<file path="config.mk">
export PLATFORM = sky130hd
export DESIGN_NAME = lltpe_ctrl
export DESIGN_NICKNAME = d
export VERILOG_FILES = /design/src/hw/rtl/lltpe_pkg.sv /design/src/hw/rtl/lltpe_ctrl.sv
export SDC_FILE = /design/constraint.sdc
export NUM_CORES = 1
export LEC_CHECK = 0
export BUFFER_PORTS_ARGS = -buffer_cell sky130_fd_sc_hd__buf_2
export CAP_MARGIN = 30
export CORE_UTILIZATION = 40
export CTS_CLUSTER_SIZE = 28
export DETAILED_ROUTE_END_ITERATION = 8
export GPL_TIMING_DRIVEN = 0
export MAX_ROUTING_LAYER = met4
export PLACE_DENSITY = 0.83
export SYNTH_ARGS = -nofsm -noshare
export SYNTH_HDL_FRONTEND = slang
export SYNTH_SLANG_ARGS = --single-unit
</file>
<file path="constraint.sdc">
create_clock -name clk -period 4.58 [get_ports clk]
set_clock_uncertainty 0.1 [all_clocks]
set_input_delay 0.916 -clock clk [delete_from_list [all_inputs] [get_ports clk]]
set_output_delay 0.916 -clock clk [all_outputs]
set_load 0.03 [all_outputs]
</file>
<file path="src/hw/rtl/lltpe_pkg.sv">
`default_nettype none
// ----------------------------------------------------------------------------
// lltpe_pkg: shared types and constants
// Symbol markers, table actions, result codes, sequencer states and the
// command/status bundles between controller and datapath.
// ----------------------------------------------------------------------------
package lltpe_pkg;

	localparam logic [1:0]  FUNC_TOKEN = 2'd0;
	localparam logic [1:0]  FUNC_TABLE = 2'd1;
	localparam logic [1:0]  FUNC_RULE  = 2'd2;

	localparam logic [10:0] SYM_BOTTOM = 11'd999;
	localparam logic [10:0] SYM_SYNC   = 11'd777;
	localparam logic [9:0]  ACT_SYNC   = 10'd777;
	localparam logic [9:0]  ACT_SKIP   = 10'd888;

	localparam logic [2:0]  RES_MATCH  = 3'd0;
	localparam logic [2:0]  RES_TSKIP  = 3'd1;
	localparam logic [2:0]  RES_FSKIP  = 3'd2;
	localparam logic [2:0]  RES_END    = 3'd3;
	localparam logic [2:0]  RES_LOAD   = 3'd4;
	localparam logic [2:0]  RES_OVER   = 3'd5;
	localparam logic [2:0]  RES_LIMIT  = 3'd6;

	typedef enum logic [3:0] {
		S_IDLE,
		S_DISP,
		S_CHECK,
		S_TOP,
		S_ACT,
		S_SCAN,
		S_SCHK,
		S_FIT,
		S_PUSH,
		S_PWR,
		S_EMRD,
		S_EMIT
	} lltpe_state_t;

	typedef struct packed {
		logic       take;
		logic       load_wr;
		logic       stk_rd;
		logic       step_inc;
		logic       tbl_rd;
		logic       pop;
		logic       scan_start;
		logic       scan_rd;
		logic       scan_next;
		logic       fit;
		logic       push_rd;
		logic       push_wr;
		logic       set_res;
		logic [2:0] res;
		logic       out_load;
	} lltpe_cmd_t;

	typedef struct packed {
		logic is_token;
		logic sp_zero;
		logic steps_done;
		logic top_bottom;
		logic top_match;
		logic top_sync;
		logic top_neg;
		logic act_sync;
		logic act_skip;
		logic rule_ok;
		logic scan_end;
		logic fits;
		logic len_zero;
		logic push_last;
		logic out_busy;
	} lltpe_stat_t;

endpackage
`default_nettype wire

</file>
<file path="src/hw/rtl/lltpe_ctrl.sv">
`default_nettype none
// ----------------------------------------------------------------------------
// lltpe_ctrl: parse sequencer
// Walks each item through load, stack examination, table lookup, rule
// scan, push and result phases by issuing commands to the datapath.
// ----------------------------------------------------------------------------
module lltpe_ctrl (
	input  wire logic                   clk,
	input  wire logic                   arst_n,
	input  wire logic                   in_valid,
	output logic                        in_stall,
	input  wire lltpe_pkg::lltpe_stat_t stat,
	output lltpe_pkg::lltpe_cmd_t       cmd
);
	import lltpe_pkg::*;

	lltpe_state_t state_q, state_d;

	always_ff @(posedge clk or negedge arst_n) begin
		if (!arst_n) begin
			state_q <= S_IDLE;
		end else begin
			state_q <= state_d;
		end
	end

	always_comb begin
		state_d = state_q;
		case (state_q)
			S_IDLE: begin
				if (in_valid) state_d = S_DISP;
			end
			S_DISP: begin
				state_d = stat.is_token ? S_CHECK : S_EMRD;
			end
			S_CHECK: begin
				if (stat.sp_zero || stat.steps_done) state_d = S_EMRD;
				else state_d = S_TOP;
			end
			S_TOP: begin
				if (stat.top_bottom || stat.top_match) state_d = S_EMRD;
				else if (stat.top_sync) state_d = S_CHECK;
				else state_d = S_ACT;
			end
			S_ACT: begin
				if (stat.act_sync) state_d = S_CHECK;
				else if (stat.act_skip || !stat.top_neg) state_d = S_EMRD;
				else if (stat.rule_ok) state_d = S_SCAN;
				else state_d = S_CHECK;
			end
			S_SCAN: begin
				state_d = S_SCHK;
			end
			S_SCHK: begin
				state_d = stat.scan_end ? S_FIT : S_SCAN;
			end
			S_FIT: begin
				if (!stat.fits) state_d = S_EMRD;
				else if (stat.len_zero) state_d = S_CHECK;
				else state_d = S_PUSH;
			end
			S_PUSH: begin
				state_d = S_PWR;
			end
			S_PWR: begin
				state_d = stat.push_last ? S_CHECK : S_PUSH;
			end
			S_EMRD: begin
				state_d = S_EMIT;
			end
			S_EMIT: begin
				if (!stat.out_busy) state_d = S_IDLE;
			end
			default: begin
				state_d = S_IDLE;
			end
		endcase
	end

	always_comb begin
		cmd = '0;
		in_stall = (state_q != S_IDLE);
		case (state_q)
			S_IDLE: begin
				cmd.take = in_valid;
			end
			S_DISP: begin
				if (!stat.is_token) begin
					cmd.load_wr = 1'b1;
					cmd.set_res = 1'b1;
					cmd.res     = RES_LOAD;
				end
			end
			S_CHECK: begin
				if (stat.steps_done) begin
					cmd.set_res = 1'b1;
					cmd.res     = RES_LIMIT;
				end else if (stat.sp_zero) begin
					cmd.set_res = 1'b1;
					cmd.res     = RES_END;
				end else begin
					cmd.stk_rd = 1'b1;
				end
			end
			S_TOP: begin
				cmd.step_inc = 1'b1;
				cmd.tbl_rd   = 1'b1;
				if (stat.top_bottom) begin
					cmd.set_res = 1'b1;
					cmd.res     = RES_END;
				end else if (stat.top_match) begin
					cmd.pop     = 1'b1;
					cmd.set_res = 1'b1;
					cmd.res     = RES_MATCH;
				end else if (stat.top_sync) begin
					cmd.pop = 1'b1;
				end
			end
			S_ACT: begin
				if (stat.act_sync) begin
					cmd.pop = 1'b1;
				end else if (stat.act_skip) begin
					cmd.set_res = 1'b1;
					cmd.res     = RES_TSKIP;
				end else if (!stat.top_neg) begin
					cmd.set_res = 1'b1;
					cmd.res     = RES_FSKIP;
				end else if (stat.rule_ok) begin
					cmd.scan_start = 1'b1;
				end else begin
					cmd.pop = 1'b1;
				end
			end
			S_SCAN: begin
				cmd.scan_rd = 1'b1;
			end
			S_SCHK: begin
				cmd.scan_next = 1'b1;
			end
			S_FIT: begin
				if (!stat.fits) begin
					cmd.set_res = 1'b1;
					cmd.res     = RES_OVER;
				end else begin
					cmd.fit = 1'b1;
				end
			end
			S_PUSH: begin
				cmd.push_rd = 1'b1;
			end
			S_PWR: begin
				cmd.push_wr = 1'b1;
			end
			S_EMRD: begin
				cmd.stk_rd = 1'b1;
			end
			S_EMIT: begin
				cmd.out_load = !stat.out_busy;
			end
			default: begin
				cmd = '0;
			end
		endcase
	end

endmodule
`default_nettype wire

</file>
==> metrics.cfg, run 1 <==
[run_status]
status=finished, final reports clean

[die]
rows=13
dieArea_sq_um=1590
core_sq_um=1320
start_util_pct=43.7
die_x_microns=39.9
ios=36
fp.dieH_microns=39.9

[finish]
mostFrequentLayoutCells=35 x buf_2, 17 x nor2_1, 7 x a21oi_1, 6 x nand2_1, 5 x nor3_1
largest_reg_flops=4
areaGrowthSynthToFinish_pct=37.6
drive_above_1_share_pct=34.7
num_antenna_cells=0
final_common_cell=buf_2
reg_top3=state_q: 4 flops
layout.nets=144
regMostFlops=state_q

[route]
via_count=829
drt_pass1_iterations=4
first_iter_violations=27
routed_via_density=5.96
wl_microns=1810
drc_errors=0
wl_per_cell_microns=13.1
ant_nets=0

[logic_synthesis]
yosys.area_share.simple_pct=45.9
synth_edf_count=0
netlist_area_sq_um=576
synth_top_area_cell=dfrtp_1
yosys_warnings=0
ys_ff_latch=4
syn_nets=104
netlist.area_leader.share_pct=17.4
synth_mux_area_share_pct=0
async_reset_ff_share_pct=100
ys.flop_type=dfrtp_1
synth_fa_ha_area_share_pct=0
synth_top_family_by_area=simple AND/OR/NAND/NOR gates
synth_compound_area_share_pct=28.3
synth_seq_area_share_pct=17.4
synthDistinctLibCells=33
synth.avg_cell_area_sq_um=6.69
syn_inst=86
synth_xor_area_share_pct=0
synth.area.top_cells=dfrtp_1 17%, nor2_1 11%, a21oi_1 6.1%

[global_routing]
grt_util_met3_pct=5.00
grt_pass1_vias=715
antenna_found_initial=0
grt_pass1_wl_microns=2970
use_met1_pct=32.2
overflow=0
grt_busiest_layer=met2
grt_util_met2_pct=46.4
grt_max_degree=11
grtUsageTotal_pct=28.1

[timing]
finalSetupViolCount=0
rsz0062_at_grt=false
final.setup.tns_ps=0
fmax_mhz=330
period_share_pct=66.1
slew_headroom_pct=67.3
slew_viol_final=0
period_needed_ps=3030
hold_viol_final=0
holdWs_ps=374
worstMarginPinSlew_ps=486

[critical_path]
path_class=input pin to output pin
startpoint_type=input pin
crit_path_max_fanout=3
critPathArrivalTime_ps=2010
cp.required_ps=3560
regToRegStartpoint=state_q[0]
cp-end-kind=output pin
crit_path_start=stat[12]
r2r_slack_ps=2930

[clocking]
cts_setup_buffers=0
cts_buffers=3
cts.htree.levels=1
cts_tree=built
clk_pin_slew_ps=40
ctsResizeCount=0
clock_sinks=4
cts-root-buf=clkbuf_4
clock_latency_ps=240
postCtsHoldBufs=0
cts.path.max_buffers=2

[run]
maxCapViolations=0

[power]
p_leak_nw=0.405
ir_worst_vdd_mv=0.323
fin_total_pwr_mw=0.492
power_density_nw_per_um2=621

[worst_hold_path]
hold_class=input pin to async pin

[place]
gp_congestion=0.894
port_buffers=35
dp_hpwl_microns=1450

==> layout make-up <==
class                      instances  area, sq um
timing repair buffer              35          175
clock buffer                       3         22.5
tap                               15         18.8
inverter                           4         15.0
fill                             129          526
sequential                         4          100
buffer                             6         33.8
multi-input combinational         72          427
==> power by group <==
part,leakage (nW),internal (mW),switching [mW]
clock,0.0138,0.0294,0.0151
combinational,0.342,0.130,0.253
sequential,0.0492,0.0510,0.0141
==> stage by stage <==
stage | util [%] | worst slack [ps] | std cells | area, sq um
2_1_floorplan | - | 1130 | 86 | 576
3_3_place_gp | 58.4 | 1620 | 136 | 769
3_5_place_dp | 58.4 | 1570 | 136 | 769
4_1_cts | 60.1 | 1570 | 139 | 792
5_1_grt | 60.1 | 1510 | 139 | 792
6_report | 60.1 | 1550 | 139 | 792
==> logic make-up (layout without fill, tap and decap cells) <==
| logic type | count (synthesis) | after routing |
|---|---|---|
| buffers and inverters | 10 | 48 |
| AOI/OAI and AO/OA | 23 | 23 |
| DFF | 4 | 4 |
| and+or+nand+nor | 49 | 49 |
==> path summary, 6_finish.rpt <==
check	end	depth (start not counted)
min in group clk	state_q[3]	3
max in group asynchronous	state_q[0]	1
min	state_q[3]	1
max reg2reg	state_q[3]	5
min reg2reg	state_q[3]	3
max	cmd[1]	6
==> critical path: stages <==
cell and delay, ps:
buf_2 110, or3b_2 440, a21oi_1 170, nor2_1 60, o2bb2ai_1 110, buf_2 210
==> cell usage after synthesis, types with 2 or more instances <==
master / n
o22ai_1: 3
nor3_1: 5
inv_1: 4
nand2b_1: 4
nand2_1: 6
nand3_1: 2
clkbuf_1: 4
nor2_1: 17
a221o_1: 2
a21oi_1: 7
nand4bb_1: 2
o21ai_0: 3
dfrtp_1: 4
nor2b_1: 3
nor4_1: 2
==> per-layer routing <==
layer  up-vias  routed length [microns]
met5         -                        0
met4         0                       50
met3         8                      188
met2        59                      866
met1       372                      709
li1        390                        -
Power figures use the tool's default switching activity.
==> run 2: changes to the inputs <==
--- a/config.mk
+++ b/config.mk
@@ -7,12 +7,13 @@
 export LEC_CHECK = 0
 export BUFFER_PORTS_ARGS = -buffer_cell sky130_fd_sc_hd__buf_2
 export CAP_MARGIN = 30
-export CORE_UTILIZATION = 40
+export CORE_ASPECT_RATIO = 1.2
+export CORE_UTILIZATION = 37
 export CTS_CLUSTER_SIZE = 28
 export DETAILED_ROUTE_END_ITERATION = 8
 export GPL_TIMING_DRIVEN = 0
 export MAX_ROUTING_LAYER = met4
-export PLACE_DENSITY = 0.83
+export PLACE_DENSITY = 0.81
 export SYNTH_ARGS = -nofsm -noshare
 export SYNTH_HDL_FRONTEND = slang
 export SYNTH_SLANG_ARGS = --single-unit
==> constraint.sdc (replaced) <==
create_clock -name clk -period 2.6 [get_ports clk]
set_clock_uncertainty 0.1 [all_clocks]
set_input_delay 0.52 -clock clk [delete_from_list [all_inputs] [get_ports clk]]
set_output_delay 0.52 -clock clk [all_outputs]
set_load 0.03 [all_outputs]
==> run 2 against run 1 <==
Combinational power rose by 78%; cell area grew 2.8%; global-route usage shrank 6.6 points; routed wire length decreased by 6.1%; critical path depth is the same; total power increased by 77%; die area rose by 7.8%; first-iteration DRC count shrank 59%; non-clock buffer count increased by 1; register-to-register slack worse by 2000 ps; utilization decreased by 3.8 points; largest cell class unchanged; largest power group unchanged.
==> metrics.cfg, run 2 (synthesized netlist as in run 1, its figures left out) <==
[power]
fin_total_pwr_mw=0.872
ir_worst_vdd_mv=0.468
seqPwrFrac_pct=13.2
netSwitchingFraction_pct=56.6
comb_power_share_pct=78.0
p_leak_nw=0.408
switchingPower_mw=0.494
clockPowerShare_pct=8.7
power_density_nw_per_um2=1070
cellInternalPower_mw=0.378

[timing]
fmax_mhz=397
rsz0062_at_grt=false
hold_viol_final=0
period_needed_ps=2520
worstMarginPinSlew_ps=405
period_share_pct=96.9
slew_viol_final=0
setup_slack_ps=79.6
finalSetupViolCount=0
slew_headroom_pct=73.0
final.setup.tns_ps=0

[route]
routed_via_density=5.54
via_count=787
drc_errors=0
first_iter_violations=11
wl_microns=1700
wl_per_cell_microns=12.0
drt_pass1_iterations=4
ant_nets=0

[clocking]
clock_latency_ps=230
cts.path.max_buffers=2
cts_tree=built
clock_sinks=4
cts.htree.levels=1
clk_pin_slew_ps=40
cts_setup_buffers=0
cts-root-buf=clkbuf_4
cts_buffers=3

[worst_hold_path]
hold_class=input pin to async pin

[finish]
areaGrowthSynthToFinish_pct=41.5
reg_top3=state_q: 4 flops
final_common_cell=buf_2
largest_reg_flops=4
layout.nets=145
fillers=146
stdcell_count=142
register_area_sq_um=101
final_util_pct=56.4
multi_input_area_sq_um=433
drive_above_1_share_pct=36.0
num_antenna_cells=0
regMostFlops=state_q
mostFrequentLayoutCells=34 x buf_2, 17 x nor2_1, 7 x a21oi_1, 6 x nand2_1, 5 x nor3_1

[critical_path]
critPathArrivalTime_ps=1900
r2r_slack_ps=950
reg2reg_depth=5
endpoint=cmd[4]
path_class=register to output pin
startpoint_type=register
crit_path_max_fanout=9
crit_path_start=state_q[0]
cp-end-kind=output pin
cp.required_ps=1980
regToRegStartpoint=state_q[0]
r2r-end=state_q[3]

[die]
ios=36
rows=15
die_x_microns=38.0
dieArea_sq_um=1720
core_sq_um=1450
start_util_pct=39.8
fp.dieH_microns=45.2

[global_routing]
grt_pass1_wl_microns=2580
antenna_found_initial=0
overflow=0
grt_pass1_vias=663
grt_max_degree=11
grtUsageTotal_pct=21.5

[run]
maxCapViolations=0

[place]
dp_hpwl_microns=1340
post-place-cells=138
dp_slack_ps=305
gp_congestion=0.866
port_buffers=35

[run_status]
status=finished, final reports clean

## run 2: metrics by stage
step	hold WS (ps)	cell area, sq um
2_1_floorplan	124	582
3_3_place_gp	222	778
3_5_place_dp	227	778
4_1_cts	511	811
5_1_grt	529	815
6_report	517	815
## run 2: worst max-delay path, cell delays in order (launching register included)
cell and delay [ps]:
dfrtp_1 360, buf_6 130, or4b_4 500, o32ai_2 270, nor3_1 110, o31ai_1 90
buf_4 200
## run 2: power by group through the flow
stage | logic (mW) | registers [mW] | clock network (mW)
after floorplan | 0.507 | 0.109 | 0
after global placement | 0.657 | 0.113 | 0
after detailed placement | 0.665 | 0.115 | 0
after CTS | 0.670 | 0.114 | 0.0810
after global routing | 0.741 | 0.118 | 0.0858
final | 0.680 | 0.115 | 0.0763
## run 2: final cells by class
class	count	share of cell area (%)
Timing Repair Buffer	36	23.0
Clock buffer	3	2.76
Sequential cell	4	12.4
Multi-Input combinational cell	72	53.1
Buffer	6	4.15
Inverter	4	1.84
Tap cell	17	2.61
## run 2: worst min path at each step
stage	depth (start not counted)	slack [ps]	start	to
floorplan	0	120	arst_n	state_q[0]
global placement	1	220	arst_n	state_q[0]
detailed placement	1	230	arst_n	state_q[3]
CTS	2	510	arst_n	state_q[3]
global route	2	530	arst_n	state_q[3]
finish	2	520	arst_n	state_q[3]
## run 2: metal layers
metal | part of all wire, % | global-route usage [%] | vias up
li1 | - | - | 394
met1 | 44 | 24.7 | 356
met2 | 49 | 36.9 | 35
met3 | 5.9 | 1.48 | 2
met4 | 0.82 | 11.4 | 0
met5 | 0 | - | -
## run 2: repair_timing
action,4_1_cts,5_1_grt
endpoints found under the setup margin,0,1
hold endpoints to repair,4,0
gates resized for setup,0,2
hold buffers,1,0
==> run 3: changes to the inputs <==
==> config.mk (replaced) <==
export PLATFORM = sky130hd
export DESIGN_NAME = lltpe_ctrl
export DESIGN_NICKNAME = d
export VERILOG_FILES = /design/src/hw/rtl/lltpe_pkg.sv /design/src/hw/rtl/lltpe_ctrl.sv
export SDC_FILE = /design/constraint.sdc
export NUM_CORES = 1
export LEC_CHECK = 0
export CAP_MARGIN = 30
export CORE_MARGIN = 8
export CORE_UTILIZATION = 40
export CTS_CLUSTER_SIZE = 28
export DETAILED_ROUTE_END_ITERATION = 8
export DONT_BUFFER_PORTS = 1
export GPL_TIMING_DRIVEN = 0
export MAX_ROUTING_LAYER = met4
export PLACE_DENSITY = 0.63
export SKIP_LAST_GASP = 1
export SYNTH_ARGS = -nofsm -noshare
export SYNTH_HDL_FRONTEND = slang
export SYNTH_SLANG_ARGS = --single-unit
==> run 3 against run 2 <==
Cell area is 18% lower; clock power is 4.3% higher; the flow now finishes with violations (setup timing); non-clock buffer count is 34 lower; highest routed layer unchanged; first-iteration DRC count grew to 2.9 times the previous value.
==> metrics.cfg, run 3 (synthesized netlist as in run 1, its figures left out) <==
[run_status]
status=finished, violations left
violations=setup timing

[finish]
drive_above_1_share_pct=16.5
stdcell_count=106
fin_area_sq_um=671
final_util_pct=50.9
fillers=143
largest_reg_flops=4
reg_top3=state_q: 4 flops
layout.nets=111
register_area_sq_um=101
mostFrequentLayoutCells=17 x nor2_1, 7 x a21oi_1, 6 x nand2_1
regMostFlops=state_q
areaGrowthSynthToFinish_pct=16.5
final_common_cell=nor2_1
num_antenna_cells=0
multi_input_area_sq_um=464

[timing]
worstMarginPinSlew_ps=941
period_share_pct=100
setup_slack_ps=-8.42
slew_headroom_pct=36.8
holdWs_ps=405
fmax_mhz=383
slew_viol_final=0
rsz0062_at_grt=true
period_needed_ps=2610
finalSetupViolCount=1
hold_viol_final=0

[critical_path]
cp-end-kind=output pin
path_class=register to output pin
crit_path_start=state_q[0]
critPathArrivalTime_ps=1990
startpoint_type=register
reg2reg_depth=5
crit_path_max_fanout=9
regToRegStartpoint=state_q[0]
cp.required_ps=1980

[worst_hold_path]
hold_class=input pin to register
hold_depth=2
hold_start=stat[0]

[route]
first_iter_violations=32
ant_nets=0
drc_errors=0
wl_microns=1890
wl_per_cell_microns=17.8
routed_via_density=6.34
drt_pass1_iterations=4
via_count=672

[clocking]
cts.path.max_buffers=2
cts.htree.levels=1
cts_setup_buffers=0
clock_sinks=4
clk_pin_slew_ps=40
clock_latency_ps=240
cts-root-buf=clkbuf_4
cts_tree=built
cts_buffers=3

[global_routing]
grt_pass1_wl_microns=2840
grt_pass1_vias=640
grtUsageTotal_pct=13.0
grt_max_degree=11
overflow=0
antenna_found_initial=0

[power]
p_leak_nw=0.263
power_density_nw_per_um2=1230
fin_total_pwr_mw=0.825
ir_worst_vdd_mv=0.595

[place]
gp_congestion=0.824
post-place-cells=102
dpl_cell_area_sq_um=606
port_buffers=0
dp_hpwl_microns=1490

[die]
ios=36
start_util_pct=43.7
dieArea_sq_um=2910
core_sq_um=1320
fp.dieH_microns=53.9
die_x_microns=53.9
rows=13

[run]
maxCapViolations=0

## run 3: changes by cell type in the layout (fill, tap and decap cells not counted)
cell / delta
o21bai_1: -1
o21bai_2: +1
buf_4: -1
nor3_2: +1
o2bb2ai_2: +1
nor3_1: -1
nor4_4: +1
o2bb2ai_1: -1
o32ai_2: +1
buf_2: -33
o32ai_1: -1
nor4_2: -1
## run 3: metal layers
metal | part of all wire [%] | global-route usage, %
met2 | 48 | 21.0
met1 | 41 | 16.1
met5 | 0 | -
met3 | 11 | 1.93
met4 | 0.53 | 3.78
## run 3: final timing paths
check / endpoint / slack [ps]
hold reg to reg: state_q[3] / 690
min in group asynchronous: state_q[0] / 450
hold / removal: state_q[3] / 410
setup / recovery: cmd[4] / -8
max in group asynchronous: state_q[2] / 1770
setup reg to reg: state_q[0] / 590
## run 3: layout make-up
cell class                      count  share of cell area (%)
Sequential cell                     4                    15.1
Multi-Input combinational cell     72                    69.2
Inverter                            4                    2.24
Clock buffer                        3                    3.36
Buffer                              6                    5.04
Timing Repair Buffer                2                    2.24
Tap cell                           15                    2.80
## run 3: report_power, final
group	internal, mW	leakage [nW]	switching [mW]
Combinational	0.186	0.201	0.444
Sequential	0.0901	0.0476	0.0255
Clock	0.0518	0.0138	0.0278
## run 3: through the flow
stage	setup slack [ps]	setup TNS (ps)
floorplan	245	0
global placement	34.2	0
finish	-8.42	-8.42
global route	-29.0	-52.5
CTS	-27.2	-27.2
detailed placement	-18.2	-18.2
## run 3: repair_timing
| action | 4_1_cts | 5_1_grt |
|---|---|---|
| endpoints found under the setup margin | 4 | 4 |
| endpoints found under the hold margin | 4 | 0 |
| hold buffers | 1 | 0 |
| pin swaps | 0 | 1 |
| resized for setup | 3 | 3 |
## run 3: critical path, stage by stage, from the launching register on
cell	delay, ps
dfrtp_1	360
buf_6	140
or4b_4	520
o32ai_2	280
nor3_1	100
o31ai_1	100
buf_2	240
